==> src/hw/rtl/h264rtp_pkg.sv <==
// shared types and constants for the h.264 rtp packetizer
// used by h264rtp_ctrl, h264rtp_dp and h264_rtp_packetizer
`default_nettype none
package h264rtp_pkg;

   localparam int SPS_MAX_BYTES = 40;
   localparam int PPS_MAX_BYTES = 16;
   localparam int SPS_AW = $clog2(SPS_MAX_BYTES);
   localparam int PPS_AW = $clog2(PPS_MAX_BYTES);
   localparam int SPS_LW = $clog2(SPS_MAX_BYTES + 1);
   localparam int PPS_LW = $clog2(PPS_MAX_BYTES + 1);
   localparam int STAP_MAX = 5 + SPS_MAX_BYTES + PPS_MAX_BYTES;
   localparam int STAP_IW = $clog2(STAP_MAX);
   localparam int STAP_TW = $clog2(STAP_MAX + 1);

   // register indexes
   localparam logic [1:0] CSR_MAX_PAYLOAD = 2'd0;
   localparam logic [1:0] CSR_INIT_SEQ    = 2'd1;

   // unit kinds
   localparam logic [2:0] KIND_IDLE = 3'd0;
   localparam logic [2:0] KIND_SEEK = 3'd1;
   localparam logic [2:0] KIND_SEND = 3'd2;
   localparam logic [2:0] KIND_SPS  = 3'd3;
   localparam logic [2:0] KIND_PPS  = 3'd4;

   // nal types
   localparam logic [4:0] NAL_SLICE = 5'd1;
   localparam logic [4:0] NAL_IDR   = 5'd5;
   localparam logic [4:0] NAL_SPS   = 5'd7;
   localparam logic [4:0] NAL_PPS   = 5'd8;

   // packet kinds
   localparam logic [1:0] PKT_SINGLE = 2'd0;
   localparam logic [1:0] PKT_STAP   = 2'd1;
   localparam logic [1:0] PKT_FU     = 2'd2;

   localparam logic [10:0] MIN_PAYLOAD = 11'd16;
   localparam logic [7:0]  STAP_TYPE   = 8'd24;
   localparam logic [7:0]  FU_TYPE     = 8'd28;
   localparam logic [7:0]  FU_S_BIT    = 8'h80;
   localparam logic [7:0]  FU_E_BIT    = 8'h40;
   localparam logic [7:0]  NRI_MASK    = 8'he0;

   typedef struct packed {
      logic [7:0]  payload;
      logic        is_start;
      logic        is_end;
      logic        marker;
      logic [15:0] seq;
      logic [1:0]  kind;
   } beat_type;

   typedef struct packed {
      logic accept;
      logic stap_emit;
      logic dir_emit;
   } ctrl_cmd_type;

   typedef struct packed {
      logic       has_stap;
      logic [1:0] dir_count;
      logic       stap_last;
      logic       dir_last;
      logic       slot_free;
   } ctrl_status_type;

endpackage
`default_nettype wire

==> src/hw/rtl/h264_rtp_packetizer.sv <==
// h.264 rtp packetizer: single nal, stap-a and fu-a payloads, one frame byte per beat
// a result goes out through the plan state and the output register; a leading stap-a adds a store read state
// a new byte is taken only after every result of the last one has been emitted,
// and emission waits while rsp_stall holds the output register
// reset: synchronous; clears frame state, stored lengths and sequence, not the stores
`default_nettype none
module h264_rtp_packetizer
   import h264rtp_pkg::*;
(
   input  wire logic        clock,
   input  wire logic        reset,
   input  wire logic        csr_valid,
   output logic             csr_ready,
   input  wire logic [1:0]  csr_index,
   input  wire logic [15:0] csr_data,
   input  wire logic        req_valid,
   output logic             req_stall,
   input  wire logic [7:0]  req_data_byte,
   input  wire logic        req_frame_first,
   input  wire logic [23:0] req_frame_length,
   input  wire logic [31:0] req_frame_time,
   output logic             rsp_valid,
   input  wire logic        rsp_stall,
   output logic [7:0]       rsp_payload_byte,
   output logic             rsp_packet_start,
   output logic             rsp_packet_end,
   output logic             rsp_marker_bit,
   output logic [15:0]      rsp_sequence_number,
   output logic [31:0]      rsp_packet_time,
   output logic [1:0]       rsp_packet_kind,
   output logic             rsp_last_of_input
);

   ctrl_cmd_type    cmd;
   ctrl_status_type status;

   assign csr_ready = 1'b1;

   h264rtp_ctrl u_ctrl (
      .clock     (clock),
      .reset     (reset),
      .req_valid (req_valid),
      .req_stall (req_stall),
      .status    (status),
      .cmd       (cmd)
   );

   h264rtp_dp u_dp (
      .clock               (clock),
      .reset               (reset),
      .csr_valid           (csr_valid),
      .csr_index           (csr_index),
      .csr_data            (csr_data),
      .req_data_byte       (req_data_byte),
      .req_frame_first     (req_frame_first),
      .req_frame_length    (req_frame_length),
      .req_frame_time      (req_frame_time),
      .rsp_valid           (rsp_valid),
      .rsp_stall           (rsp_stall),
      .rsp_payload_byte    (rsp_payload_byte),
      .rsp_packet_start    (rsp_packet_start),
      .rsp_packet_end      (rsp_packet_end),
      .rsp_marker_bit      (rsp_marker_bit),
      .rsp_sequence_number (rsp_sequence_number),
      .rsp_packet_time     (rsp_packet_time),
      .rsp_packet_kind     (rsp_packet_kind),
      .rsp_last_of_input   (rsp_last_of_input),
      .cmd                 (cmd),
      .status              (status)
   );

   // a byte's plan is built before the next byte may come in
   a_busy_after_accept: assert property (@(posedge clock) disable iff (reset)
      (req_valid && !req_stall) |=> req_stall)
      else $error("input taken while a plan is pending");

   a_kind_legal: assert property (@(posedge clock) disable iff (reset)
      rsp_valid |-> (rsp_packet_kind != 2'd3))
      else $error("illegal packet kind");

   // a stap-a always carries at least seven bytes
   a_stap_not_single_beat: assert property (@(posedge clock) disable iff (reset)
      (rsp_valid && rsp_packet_kind == PKT_STAP) |-> !(rsp_packet_start && rsp_packet_end))
      else $error("stap-a of one beat");

   a_stap_no_marker: assert property (@(posedge clock) disable iff (reset)
      (rsp_valid && rsp_packet_kind == PKT_STAP) |-> !rsp_marker_bit)
      else $error("marker on stap-a");

endmodule
`default_nettype wire

==> src/hw/rtl/h264rtp_ctrl.sv <==
// sequencer for the packetizer: accepts a byte, then walks its emission plan
// depends on h264rtp_pkg
`default_nettype none
module h264rtp_ctrl
   import h264rtp_pkg::*;
(
   input  wire logic            clock,
   input  wire logic            reset,
   input  wire logic            req_valid,
   output logic                 req_stall,
   input  wire ctrl_status_type status,
   output ctrl_cmd_type         cmd
);

   localparam logic [2:0] ST_IDLE      = 3'd0;
   localparam logic [2:0] ST_PLAN      = 3'd1;
   localparam logic [2:0] ST_STAP_RD   = 3'd2;
   localparam logic [2:0] ST_STAP_EMIT = 3'd3;
   localparam logic [2:0] ST_DIRECT    = 3'd4;

   logic [2:0] state_ff, state_in;

   always_comb begin
      state_in = state_ff;
      cmd = '0;
      req_stall = (state_ff != ST_IDLE);
      case (state_ff)
         ST_IDLE: begin
            if (req_valid) begin
               cmd.accept = 1'b1;
               state_in = ST_PLAN;
            end
         end
         ST_PLAN: begin
            if (status.has_stap) state_in = ST_STAP_RD;
            else if (status.dir_count != 2'd0) state_in = ST_DIRECT;
            else state_in = ST_IDLE;
         end
         // store read data is registered, so it lands in the cycle after the index is set
         ST_STAP_RD: state_in = ST_STAP_EMIT;
         ST_STAP_EMIT: begin
            if (status.slot_free) begin
               cmd.stap_emit = 1'b1;
               if (!status.stap_last) state_in = ST_STAP_RD;
               else if (status.dir_count != 2'd0) state_in = ST_DIRECT;
               else state_in = ST_IDLE;
            end
         end
         ST_DIRECT: begin
            if (status.slot_free) begin
               cmd.dir_emit = 1'b1;
               if (status.dir_last) state_in = ST_IDLE;
            end
         end
         default: state_in = ST_IDLE;
      endcase
   end

   always_ff @(posedge clock) begin
      if (reset) begin
         state_ff <= ST_IDLE;
      end else begin
         state_ff <= state_in;
      end
   end

endmodule
`default_nettype wire

==> src/hw/rtl/h264rtp_dp.sv <==
// packetizer datapath: frame state, parameter set stores, plan and output register
// depends on h264rtp_pkg
`default_nettype none
module h264rtp_dp
   import h264rtp_pkg::*;
(
   input  wire logic         clock,
   input  wire logic         reset,
   input  wire logic         csr_valid,
   input  wire logic [1:0]   csr_index,
   input  wire logic [15:0]  csr_data,
   input  wire logic [7:0]   req_data_byte,
   input  wire logic         req_frame_first,
   input  wire logic [23:0]  req_frame_length,
   input  wire logic [31:0]  req_frame_time,
   output logic              rsp_valid,
   input  wire logic         rsp_stall,
   output logic [7:0]        rsp_payload_byte,
   output logic              rsp_packet_start,
   output logic              rsp_packet_end,
   output logic              rsp_marker_bit,
   output logic [15:0]       rsp_sequence_number,
   output logic [31:0]       rsp_packet_time,
   output logic [1:0]        rsp_packet_kind,
   output logic              rsp_last_of_input,
   input  wire ctrl_cmd_type cmd,
   output ctrl_status_type   status
);

   logic [10:0] max_payload_ff;
   logic [23:0] byte_pos_ff, byte_pos_in;
   logic [2:0]  prefix_ff, prefix_in;
   logic [2:0]  kind_ff, kind_in;
   logic        frag_ff, frag_in;
   logic [23:0] bytes_left_ff, bytes_left_in;
   logic [10:0] fill_ff, fill_in;
   logic [7:0]  fi_ff, fi_in;
   logic [7:0]  fh_ff, fh_in;
   logic [15:0] next_seq_ff, next_seq_in;
   logic [31:0] stamp_ff, stamp_in;
   logic [SPS_LW-1:0] sps_len_ff, sps_len_in;
   logic [PPS_LW-1:0] pps_len_ff, pps_len_in;

   logic        has_stap_ff, has_stap_in;
   logic [15:0] stap_seq_ff;
   logic [1:0]  ndir_ff, ndir_in;
   beat_type    beat0_ff, beat1_ff, beat2_ff, beat0_in, beat1_in, beat2_in;
   logic [1:0]  dir_idx_ff;
   logic [STAP_IW-1:0] stap_idx_ff;

   logic [7:0] sps_mem [SPS_MAX_BYTES];
   logic [7:0] pps_mem [PPS_MAX_BYTES];
   logic [7:0] sps_rd_ff, pps_rd_ff;
   logic              sps_we, pps_we;
   logic [SPS_AW-1:0] sps_wa, sps_ra;
   logic [PPS_AW-1:0] pps_wa, pps_ra;

   beat_type    out_ff;
   logic        out_valid_ff;
   logic        out_last_ff;
   logic [31:0] out_time_ff;

   // step logic
   logic [2:0]  k0, p0;
   logic [23:0] bl0, pos0, rest;
   logic        f0, hdr;
   logic [10:0] fl0, mp, fill_add;
   logic [4:0]  ntype;
   logic [15:0] s1, seq_b;
   logic [7:0]  fhn;
   logic        lastf, endf;

   assign mp = (max_payload_ff < MIN_PAYLOAD) ? MIN_PAYLOAD : max_payload_ff;
   assign ntype = req_data_byte[4:0];

   always_comb begin
      k0   = req_frame_first ? KIND_SEEK : kind_ff;
      bl0  = req_frame_first ? req_frame_length : bytes_left_ff;
      pos0 = req_frame_first ? 24'd0 : byte_pos_ff;
      p0   = req_frame_first ? 3'd0 : prefix_ff;
      f0   = req_frame_first ? 1'b0 : frag_ff;
      fl0  = req_frame_first ? 11'd0 : fill_ff;
      rest = bl0 - 24'd1;
      hdr = 1'b0;
      s1 = next_seq_ff;
      seq_b = 16'd0;
      fhn = fh_ff;
      lastf = 1'b0;
      endf = 1'b0;
      fill_add = 11'd0;

      kind_in = k0;
      bytes_left_in = bl0;
      byte_pos_in = pos0;
      prefix_in = p0;
      frag_in = f0;
      fill_in = fl0;
      fi_in = fi_ff;
      fh_in = fh_ff;
      next_seq_in = next_seq_ff;
      stamp_in = req_frame_first ? req_frame_time : stamp_ff;
      sps_len_in = (req_frame_first && kind_ff == KIND_SPS) ? '0 : sps_len_ff;
      pps_len_in = (req_frame_first && kind_ff == KIND_PPS) ? '0 : pps_len_ff;
      has_stap_in = 1'b0;
      ndir_in = 2'd0;
      beat0_in = '0;
      beat1_in = '0;
      beat2_in = '0;
      sps_we = 1'b0;
      sps_wa = '0;
      pps_we = 1'b0;
      pps_wa = '0;

      if (bl0 == 24'd0) begin
         kind_in = KIND_IDLE;
      end else begin
         bytes_left_in = rest;
         byte_pos_in = pos0 + 24'd1;
         case (k0)
            KIND_SEEK: begin
               if (pos0 == 24'd0) begin
                  if (req_data_byte != 8'd0) hdr = 1'b1;
               end else if (pos0 == 24'd1) begin
                  if (req_data_byte != 8'd0) kind_in = KIND_IDLE;
               end else if (pos0 == 24'd2) begin
                  if (req_data_byte == 8'd1) prefix_in = 3'd3;
                  else if (req_data_byte != 8'd0) kind_in = KIND_IDLE;
               end else if (pos0 == 24'd3) begin
                  if (p0 == 3'd3) hdr = 1'b1;
                  else if (req_data_byte == 8'd1) prefix_in = 3'd4;
                  else kind_in = KIND_IDLE;
               end else if (pos0 == 24'd4 && p0 == 3'd4) begin
                  hdr = 1'b1;
               end else begin
                  kind_in = KIND_IDLE;
               end
               if (hdr) begin
                  kind_in = KIND_IDLE;
                  if (ntype == NAL_SPS) begin
                     if (bl0 <= 24'(SPS_MAX_BYTES)) begin
                        sps_we = 1'b1;
                        fill_in = 11'd1;
                        if (bl0 == 24'd1) sps_len_in = SPS_LW'(1);
                        else begin
                           sps_len_in = '0;
                           kind_in = KIND_SPS;
                        end
                     end
                  end else if (ntype == NAL_PPS) begin
                     if (bl0 <= 24'(PPS_MAX_BYTES)) begin
                        pps_we = 1'b1;
                        fill_in = 11'd1;
                        if (bl0 == 24'd1) pps_len_in = PPS_LW'(1);
                        else begin
                           pps_len_in = '0;
                           kind_in = KIND_PPS;
                        end
                     end
                  end else if (ntype == NAL_IDR || ntype == NAL_SLICE) begin
                     if (ntype == NAL_IDR && sps_len_in != '0 && pps_len_in != '0) begin
                        has_stap_in = 1'b1;
                        s1 = next_seq_ff + 16'd1;
                     end
                     if (bl0 < {13'd0, mp}) begin
                        frag_in = 1'b0;
                        ndir_in = 2'd1;
                        beat0_in = '{payload: req_data_byte, is_start: 1'b1,
                                     is_end: (bl0 == 24'd1), marker: 1'b1,
                                     seq: s1, kind: PKT_SINGLE};
                        next_seq_in = s1 + 16'd1;
                        if (bl0 > 24'd1) kind_in = KIND_SEND;
                     end else begin
                        frag_in = 1'b1;
                        fi_in = (req_data_byte & NRI_MASK) | FU_TYPE;
                        fh_in = FU_S_BIT | {3'd0, ntype};
                        fill_in = 11'd0;
                        kind_in = KIND_SEND;
                        next_seq_in = s1;
                     end
                  end
               end
            end
            KIND_SEND: begin
               if (!f0) begin
                  ndir_in = 2'd1;
                  beat0_in = '{payload: req_data_byte, is_start: 1'b0,
                               is_end: (rest == 24'd0), marker: 1'b1,
                               seq: next_seq_ff - 16'd1, kind: PKT_SINGLE};
                  if (rest == 24'd0) kind_in = KIND_IDLE;
               end else begin
                  fill_add = fl0;
                  seq_b = next_seq_ff - 16'd1;
                  if (fl0 == 11'd0) begin
                     // first byte of a fragment: indicator and header go first
                     if (({1'b0, rest} + 25'd3) <= {14'd0, mp}) fhn = fh_ff | FU_E_BIT;
                     lastf = fhn[6];
                     beat0_in = '{payload: fi_ff, is_start: 1'b1, is_end: 1'b0,
                                  marker: lastf, seq: next_seq_ff, kind: PKT_FU};
                     beat1_in = '{payload: fhn, is_start: 1'b0, is_end: 1'b0,
                                  marker: lastf, seq: next_seq_ff, kind: PKT_FU};
                     next_seq_in = next_seq_ff + 16'd1;
                     seq_b = next_seq_ff;
                     fill_add = 11'd2;
                  end
                  lastf = fhn[6];
                  fill_add = fill_add + 11'd1;
                  endf = (rest == 24'd0) || (!lastf && fill_add >= mp);
                  fill_in = endf ? 11'd0 : fill_add;
                  fh_in = endf ? (fhn & ~FU_S_BIT) : fhn;
                  if (rest == 24'd0) kind_in = KIND_IDLE;
                  if (fl0 == 11'd0) begin
                     ndir_in = 2'd3;
                     beat2_in = '{payload: req_data_byte, is_start: 1'b0, is_end: endf,
                                  marker: lastf, seq: seq_b, kind: PKT_FU};
                  end else begin
                     ndir_in = 2'd1;
                     beat0_in = '{payload: req_data_byte, is_start: 1'b0, is_end: endf,
                                  marker: lastf, seq: seq_b, kind: PKT_FU};
                  end
               end
            end
            KIND_SPS: begin
               if (fl0 < 11'(SPS_MAX_BYTES)) begin
                  sps_we = 1'b1;
                  sps_wa = fl0[SPS_AW-1:0];
               end
               fill_in = fl0 + 11'd1;
               if (rest == 24'd0) begin
                  sps_len_in = fill_in[SPS_LW-1:0];
                  kind_in = KIND_IDLE;
               end
            end
            KIND_PPS: begin
               if (fl0 < 11'(PPS_MAX_BYTES)) begin
                  pps_we = 1'b1;
                  pps_wa = fl0[PPS_AW-1:0];
               end
               fill_in = fl0 + 11'd1;
               if (rest == 24'd0) begin
                  pps_len_in = fill_in[PPS_LW-1:0];
                  kind_in = KIND_IDLE;
               end
            end
            default: ;
         endcase
      end
   end

   // stap-a byte layout
   logic [STAP_TW-1:0] i7, s7, p7, total_m1;
   logic [7:0] stap_byte;
   logic       stap_last;

   always_comb begin
      i7 = STAP_TW'(stap_idx_ff);
      s7 = STAP_TW'(sps_len_ff);
      p7 = STAP_TW'(pps_len_ff);
      total_m1 = s7 + p7 + STAP_TW'(4);
      stap_last = (i7 == total_m1);
      if (i7 == '0) stap_byte = (sps_rd_ff & NRI_MASK) | STAP_TYPE;
      else if (i7 == STAP_TW'(1)) stap_byte = 8'd0;
      else if (i7 == STAP_TW'(2)) stap_byte = 8'(sps_len_ff);
      else if (i7 < s7 + STAP_TW'(3)) stap_byte = sps_rd_ff;
      else if (i7 == s7 + STAP_TW'(3)) stap_byte = 8'd0;
      else if (i7 == s7 + STAP_TW'(4)) stap_byte = 8'(pps_len_ff);
      else stap_byte = pps_rd_ff;
      if (i7 < STAP_TW'(3) || (i7 - STAP_TW'(3)) >= STAP_TW'(SPS_MAX_BYTES)) sps_ra = '0;
      else sps_ra = SPS_AW'(i7 - STAP_TW'(3));
      pps_ra = PPS_AW'(i7 - s7 - STAP_TW'(5));
   end

   beat_type dir_beat;
   always_comb begin
      case (dir_idx_ff)
         2'd0: dir_beat = beat0_ff;
         2'd1: dir_beat = beat1_ff;
         default: dir_beat = beat2_ff;
      endcase
   end

   assign status.has_stap  = has_stap_ff;
   assign status.dir_count = ndir_ff;
   assign status.stap_last = stap_last;
   assign status.dir_last  = (dir_idx_ff == ndir_ff - 2'd1);
   assign status.slot_free = !out_valid_ff || !rsp_stall;

   always_ff @(posedge clock) begin
      if (cmd.accept && sps_we) sps_mem[sps_wa] <= req_data_byte;
      if (cmd.accept && pps_we) pps_mem[pps_wa] <= req_data_byte;
      sps_rd_ff <= sps_mem[sps_ra];
      pps_rd_ff <= pps_mem[pps_ra];
   end

   always_ff @(posedge clock) begin
      if (reset) begin
         max_payload_ff <= 11'd1388;
         byte_pos_ff <= '0;
         prefix_ff <= '0;
         kind_ff <= KIND_IDLE;
         frag_ff <= 1'b0;
         bytes_left_ff <= '0;
         fill_ff <= '0;
         fi_ff <= '0;
         fh_ff <= '0;
         next_seq_ff <= '0;
         stamp_ff <= '0;
         sps_len_ff <= '0;
         pps_len_ff <= '0;
         has_stap_ff <= 1'b0;
         ndir_ff <= '0;
         dir_idx_ff <= '0;
         stap_idx_ff <= '0;
         out_valid_ff <= 1'b0;
      end else begin
         if (csr_valid && csr_index == CSR_MAX_PAYLOAD) max_payload_ff <= csr_data[10:0];
         if (csr_valid && csr_index == CSR_INIT_SEQ) next_seq_ff <= csr_data;
         if (cmd.accept) begin
            byte_pos_ff <= byte_pos_in;
            prefix_ff <= prefix_in;
            kind_ff <= kind_in;
            frag_ff <= frag_in;
            bytes_left_ff <= bytes_left_in;
            fill_ff <= fill_in;
            fi_ff <= fi_in;
            fh_ff <= fh_in;
            next_seq_ff <= next_seq_in;
            stamp_ff <= stamp_in;
            sps_len_ff <= sps_len_in;
            pps_len_ff <= pps_len_in;
            has_stap_ff <= has_stap_in;
            ndir_ff <= ndir_in;
            dir_idx_ff <= '0;
            stap_idx_ff <= '0;
         end
         if (cmd.stap_emit) stap_idx_ff <= stap_idx_ff + STAP_IW'(1);
         if (cmd.dir_emit) dir_idx_ff <= dir_idx_ff + 2'd1;
         if (cmd.stap_emit || cmd.dir_emit) out_valid_ff <= 1'b1;
         else if (!rsp_stall) out_valid_ff <= 1'b0;
      end
   end

   // plan payload and output beat
   always_ff @(posedge clock) begin
      if (cmd.accept) begin
         stap_seq_ff <= next_seq_ff;
         beat0_ff <= beat0_in;
         beat1_ff <= beat1_in;
         beat2_ff <= beat2_in;
      end
      if (cmd.stap_emit) begin
         out_ff <= '{payload: stap_byte, is_start: (i7 == '0), is_end: stap_last,
                     marker: 1'b0, seq: stap_seq_ff, kind: PKT_STAP};
         out_last_ff <= stap_last && (ndir_ff == 2'd0);
         out_time_ff <= stamp_ff;
      end else if (cmd.dir_emit) begin
         out_ff <= dir_beat;
         out_last_ff <= status.dir_last;
         out_time_ff <= stamp_ff;
      end
   end

   assign rsp_valid           = out_valid_ff;
   assign rsp_payload_byte    = out_ff.payload;
   assign rsp_packet_start    = out_ff.is_start;
   assign rsp_packet_end      = out_ff.is_end;
   assign rsp_marker_bit      = out_ff.marker;
   assign rsp_sequence_number = out_ff.seq;
   assign rsp_packet_time     = out_time_ff;
   assign rsp_packet_kind     = out_ff.kind;
   assign rsp_last_of_input   = out_last_ff;

endmodule
`default_nettype wire
==> config.mk <==
export PLATFORM = sky130hd
export DESIGN_NAME = h264_rtp_packetizer
export DESIGN_NICKNAME = d
export VERILOG_FILES = /design/src/hw/rtl/h264rtp_pkg.sv /design/src/hw/rtl/h264_rtp_packetizer.sv /design/src/hw/rtl/h264rtp_ctrl.sv /design/src/hw/rtl/h264rtp_dp.sv
export SDC_FILE = /design/constraint.sdc
export NUM_CORES = 1
export LEC_CHECK = 0
export ABC_CLOCK_PERIOD_IN_PS = 22700
export BUFFER_PORTS_ARGS = -buffer_cell sky130_fd_sc_hd__buf_2
export CAP_MARGIN = 40
export CORE_UTILIZATION = 55
export DETAILED_ROUTE_END_ITERATION = 6
export PLACE_DENSITY = 0.81
export SLEW_MARGIN = 20
export SYNTH_ARGS = -nofsm -noshare
export SYNTH_HDL_FRONTEND = slang
export SYNTH_SLANG_ARGS = --single-unit
export TNS_END_PERCENT = 30
==> constraint.sdc <==
create_clock -name clock -period 22.7 [get_ports clock]
set_input_delay 3.405 -clock clock [delete_from_list [all_inputs] [get_ports clock]]
set_output_delay 3.405 -clock clock [all_outputs]
set_load 0.01 [all_outputs]
==> results.yml <==
outcome:
  status: "finished, final reports clean"
yosys:
  syn_nets: 3495
  synth_top_flop_cell: "edfxtp_1"
  avgSynthCellArea_um2: 11.3
  synth_seq_cells: 782
  ys_seq_area_share_pct: 57.8
  synth_area_leaders: "edfxtp_1 (48%), dfxtp_1 (9.7%), nand2_1 (3.8%)"
  synthTopCellsByCount: "edfxtp_1 (601), nand2_1 (382), nor2_1 (296)"
  yosysWarnings: 0
  yosysMostFrequentCell: "edfxtp_1"
  netlist.area_leader.share_pct: 48.1
  yosys.area.top_type: "edfxtp_1"
  netlist-cell-type-count: 105
  synth_edf_count: 601
  netlist_instances: 3331
  syn_area_um2: 37500
  synthArstFlopShare_pct: 0
global_route:
  grt_usage_pct: 27.7
  antenna_found_initial: 7
  grt_pass1_wl_um: 149000
  grt-ovfl-total: 0
  grt_pass1_vias: 26400
  grt_max_degree: 91
sta:
  whs_ns: 0.428
  fin_skew_ns: 0.0245
  period_share_pct: 39.1
  drv_slew: 0
  fin_crit_ns: 8.88
  setup_viol: 0
  clock.fmax_mhz: 113
  max_slew.worst_pin.slew_ns: 0.879
  rsz0062_at_grt: "false"
  slew_headroom_pct: 41.0
  hold_viol: 0
  fin_tns_setup_ns: 0
power:
  p_int_w: 0.00247
  seqPwrFrac_pct: 49.7
  power_leakage_nw: 14.3
  vdd_drop_max_v: 0.0000596
  power_w: 0.00315
  clkPwrFrac_pct: 44.6
  p_per_area_nw_per_um2: 75.3
  p_comb_share_pct: 5.7
  switching_share_pct: 21.8
  switching_power_w: 0.000688
finish:
  syn_to_final_growth_pct: 11.7
  utilization_pct: 62.3
  final_nets: 3572
  layout-drive-gt1-share_pct: 13.6
critical_path:
  arrival_ns: 9.13
  cpMaxStageDelayCell: "buf_4"
  cp-start-kind: "input pin"
  crit_path_end_kind: "flop"
  path_cells: "buf_4, buf_4, or3b_2, a222oi_1, and4_1, nand3_1, nor2_1, o221ai_1, or3_1, or4_1, nor2_1"
  crit_path_max_fanout: 77
  cp.required_ns: 22.96
  critical-path-max-stage-delay_ns: 0.71
  crit_type: "in -> reg"
routing:
  drcViolationCount: 0
  wirelength_um: 97600
  ant_nets: 0
  drtPass1Iterations: 7
  vias: 27700
  detail_route.iter0.violations: 3501
  via_per_inst: 6.38
  wl_per_cell_um: 22.4
cts:
  htreeDepth: 3
  root_buffer: "clkbuf_16"
  cts_tree: "done"
  insertion_delay_ns: 0.64
  post_cts_buffers: 0
  cts_resized: 0
  postCtsHoldBufs: 0
  numCtsBuffers: 79
  cts_sinks: 782
  clock_path_buffers: 3
  clk_pin_slew_ns: 0.05
die:
  rows: 95
  die-area_um2: 69200
  fp.dieW_um: 263
  dieHeight_um: 263
  io_pins: 153
  fp.coreArea_um2: 67300
  start_util_pct: 55.7
flow_run:
  maxCapViolCount: 0
place:
  gp_congestion: 0.954
  io_buffers: 151
  post-dp-hpwl_um: 62800
hold_path:
  hp-class: "reg -> reg"
[area by class of cell]
type	count	area [um2]
fill	5010	25400
sequential	782	21700
multi-input combinational	2275	14800
clock buffer	97	2210
timing repair buffer	215	1290
tap	873	1090
clock inverter	48	607
inverter	55	209
antenna	4	10.0
[worst paths after layout]
path | depth (start not counted) | from | slack [ns] | end
setup / recovery | 11 | req_frame_first | 13.82 | u_dp.sps_mem[7][1]
setup reg to reg | 18 | u_dp.bytes_left_ff[2] | 17.18 | u_dp.fill_ff[4]
hold reg to reg | 0 | u_dp.stamp_ff[0] | 0.43 | u_dp.rsp_packet_time[0]
hold / removal | 0 | u_dp.stamp_ff[0] | 0.43 | u_dp.rsp_packet_time[0]
[power groups by stage]
stage / sequential (W) / clock [W] / combinational [W]
after global placement: 0.00160 / 0 / 0.000172
after floorplan: 0.00159 / 0 / 0.000114
after global routing: 0.00157 / 0.00147 / 0.000195
final: 0.00157 / 0.00141 / 0.000181
after detailed placement: 0.00160 / 0 / 0.000175
after CTS: 0.00157 / 0.00141 / 0.000177
[metal layers]
metal | GRT usage (%) | part of all wire, % | vias up
li1 | - | - | 12600
met1 | 37.4 | 40 | 13300
met2 | 43.9 | 46 | 1537
met3 | 5.36 | 9.7 | 296
met4 | 11.7 | 4.3 | 2
met5 | 0 | 0.0082 | -
[metrics by stage]
| stage | setup WS [ns] | cells | cell area, um2 |
|---|---|---|---|
| 5_1_grt | 13.63 | 4348 | 41900 |
| 3_5_place_dp | 13.40 | 4192 | 39000 |
| 4_1_cts | 14.01 | 4337 | 41800 |
| 3_3_place_gp | 13.60 | 4183 | 38900 |
| 6_report | 13.82 | 4349 | 41900 |
| 2_1_floorplan | 13.11 | 3331 | 37500 |
[flip-flops by register name, indices dropped and copies added, names as in the netlist, 24 cells and up]
| signal | flops |
|---|---|
| u_dp.byte_pos_ff | 24 |
| u_dp.pps_mem | 128 |
| u_dp.stamp_ff | 32 |
| u_dp.rsp_packet_time | 32 |
| u_dp.beat1_ff | 24 |
| u_dp.beat0_ff | 28 |
| u_dp.bytes_left_ff | 24 |
| u_dp.sps_mem | 320 |
| u_dp.beat2_ff | 26 |
[cell usage in the layout (no fill, tap or decap), types with 38 or more instances in the layout]
cell / n
dfxtp_1: 180
or3_1: 93
xor2_1: 38
buf_4: 59
nor2_1: 289
clkbuf_16: 84
mux2i_1: 54
and2_1: 76
nor3_1: 70
buf_2: 150
ha_1: 73
o21ai_0: 192
a31oi_1: 51
xnor2_1: 84
inv_1: 51
a22oi_1: 57
nand3_1: 70
o211ai_1: 70
a21oi_1: 168
nand2_1: 379
a211oi_1: 47
edfxtp_1: 601
mux4_2: 56
[cell families (layout without fill, tap and decap cells)]
kind of cell | Yosys count | count (layout) | synth area share [%]
and+or+nand+nor | 1211 | 1211 | 16.0
DFF | 782 | 782 | 57.8
other | 1 | 5 | 0.0100
AOI/OAI and AO/OA | 745 | 745 | 12.7
muxes | 120 | 120 | 5.19
adders and majority gates | 76 | 76 | 2.58
buffers and inverters | 274 | 415 | 2.91
xor gates and xnor gates | 122 | 122 | 2.85
[worst max-delay path: cells and delay by family]
| kind | cells | cell delay, ns |
|---|---|---|
| simple gates | 7 | 3.49 |
| buf+inv | 2 | 1.23 |
| compound gates | 2 | 0.96 |
Note: power is estimated with default switching activity, not from simulation.
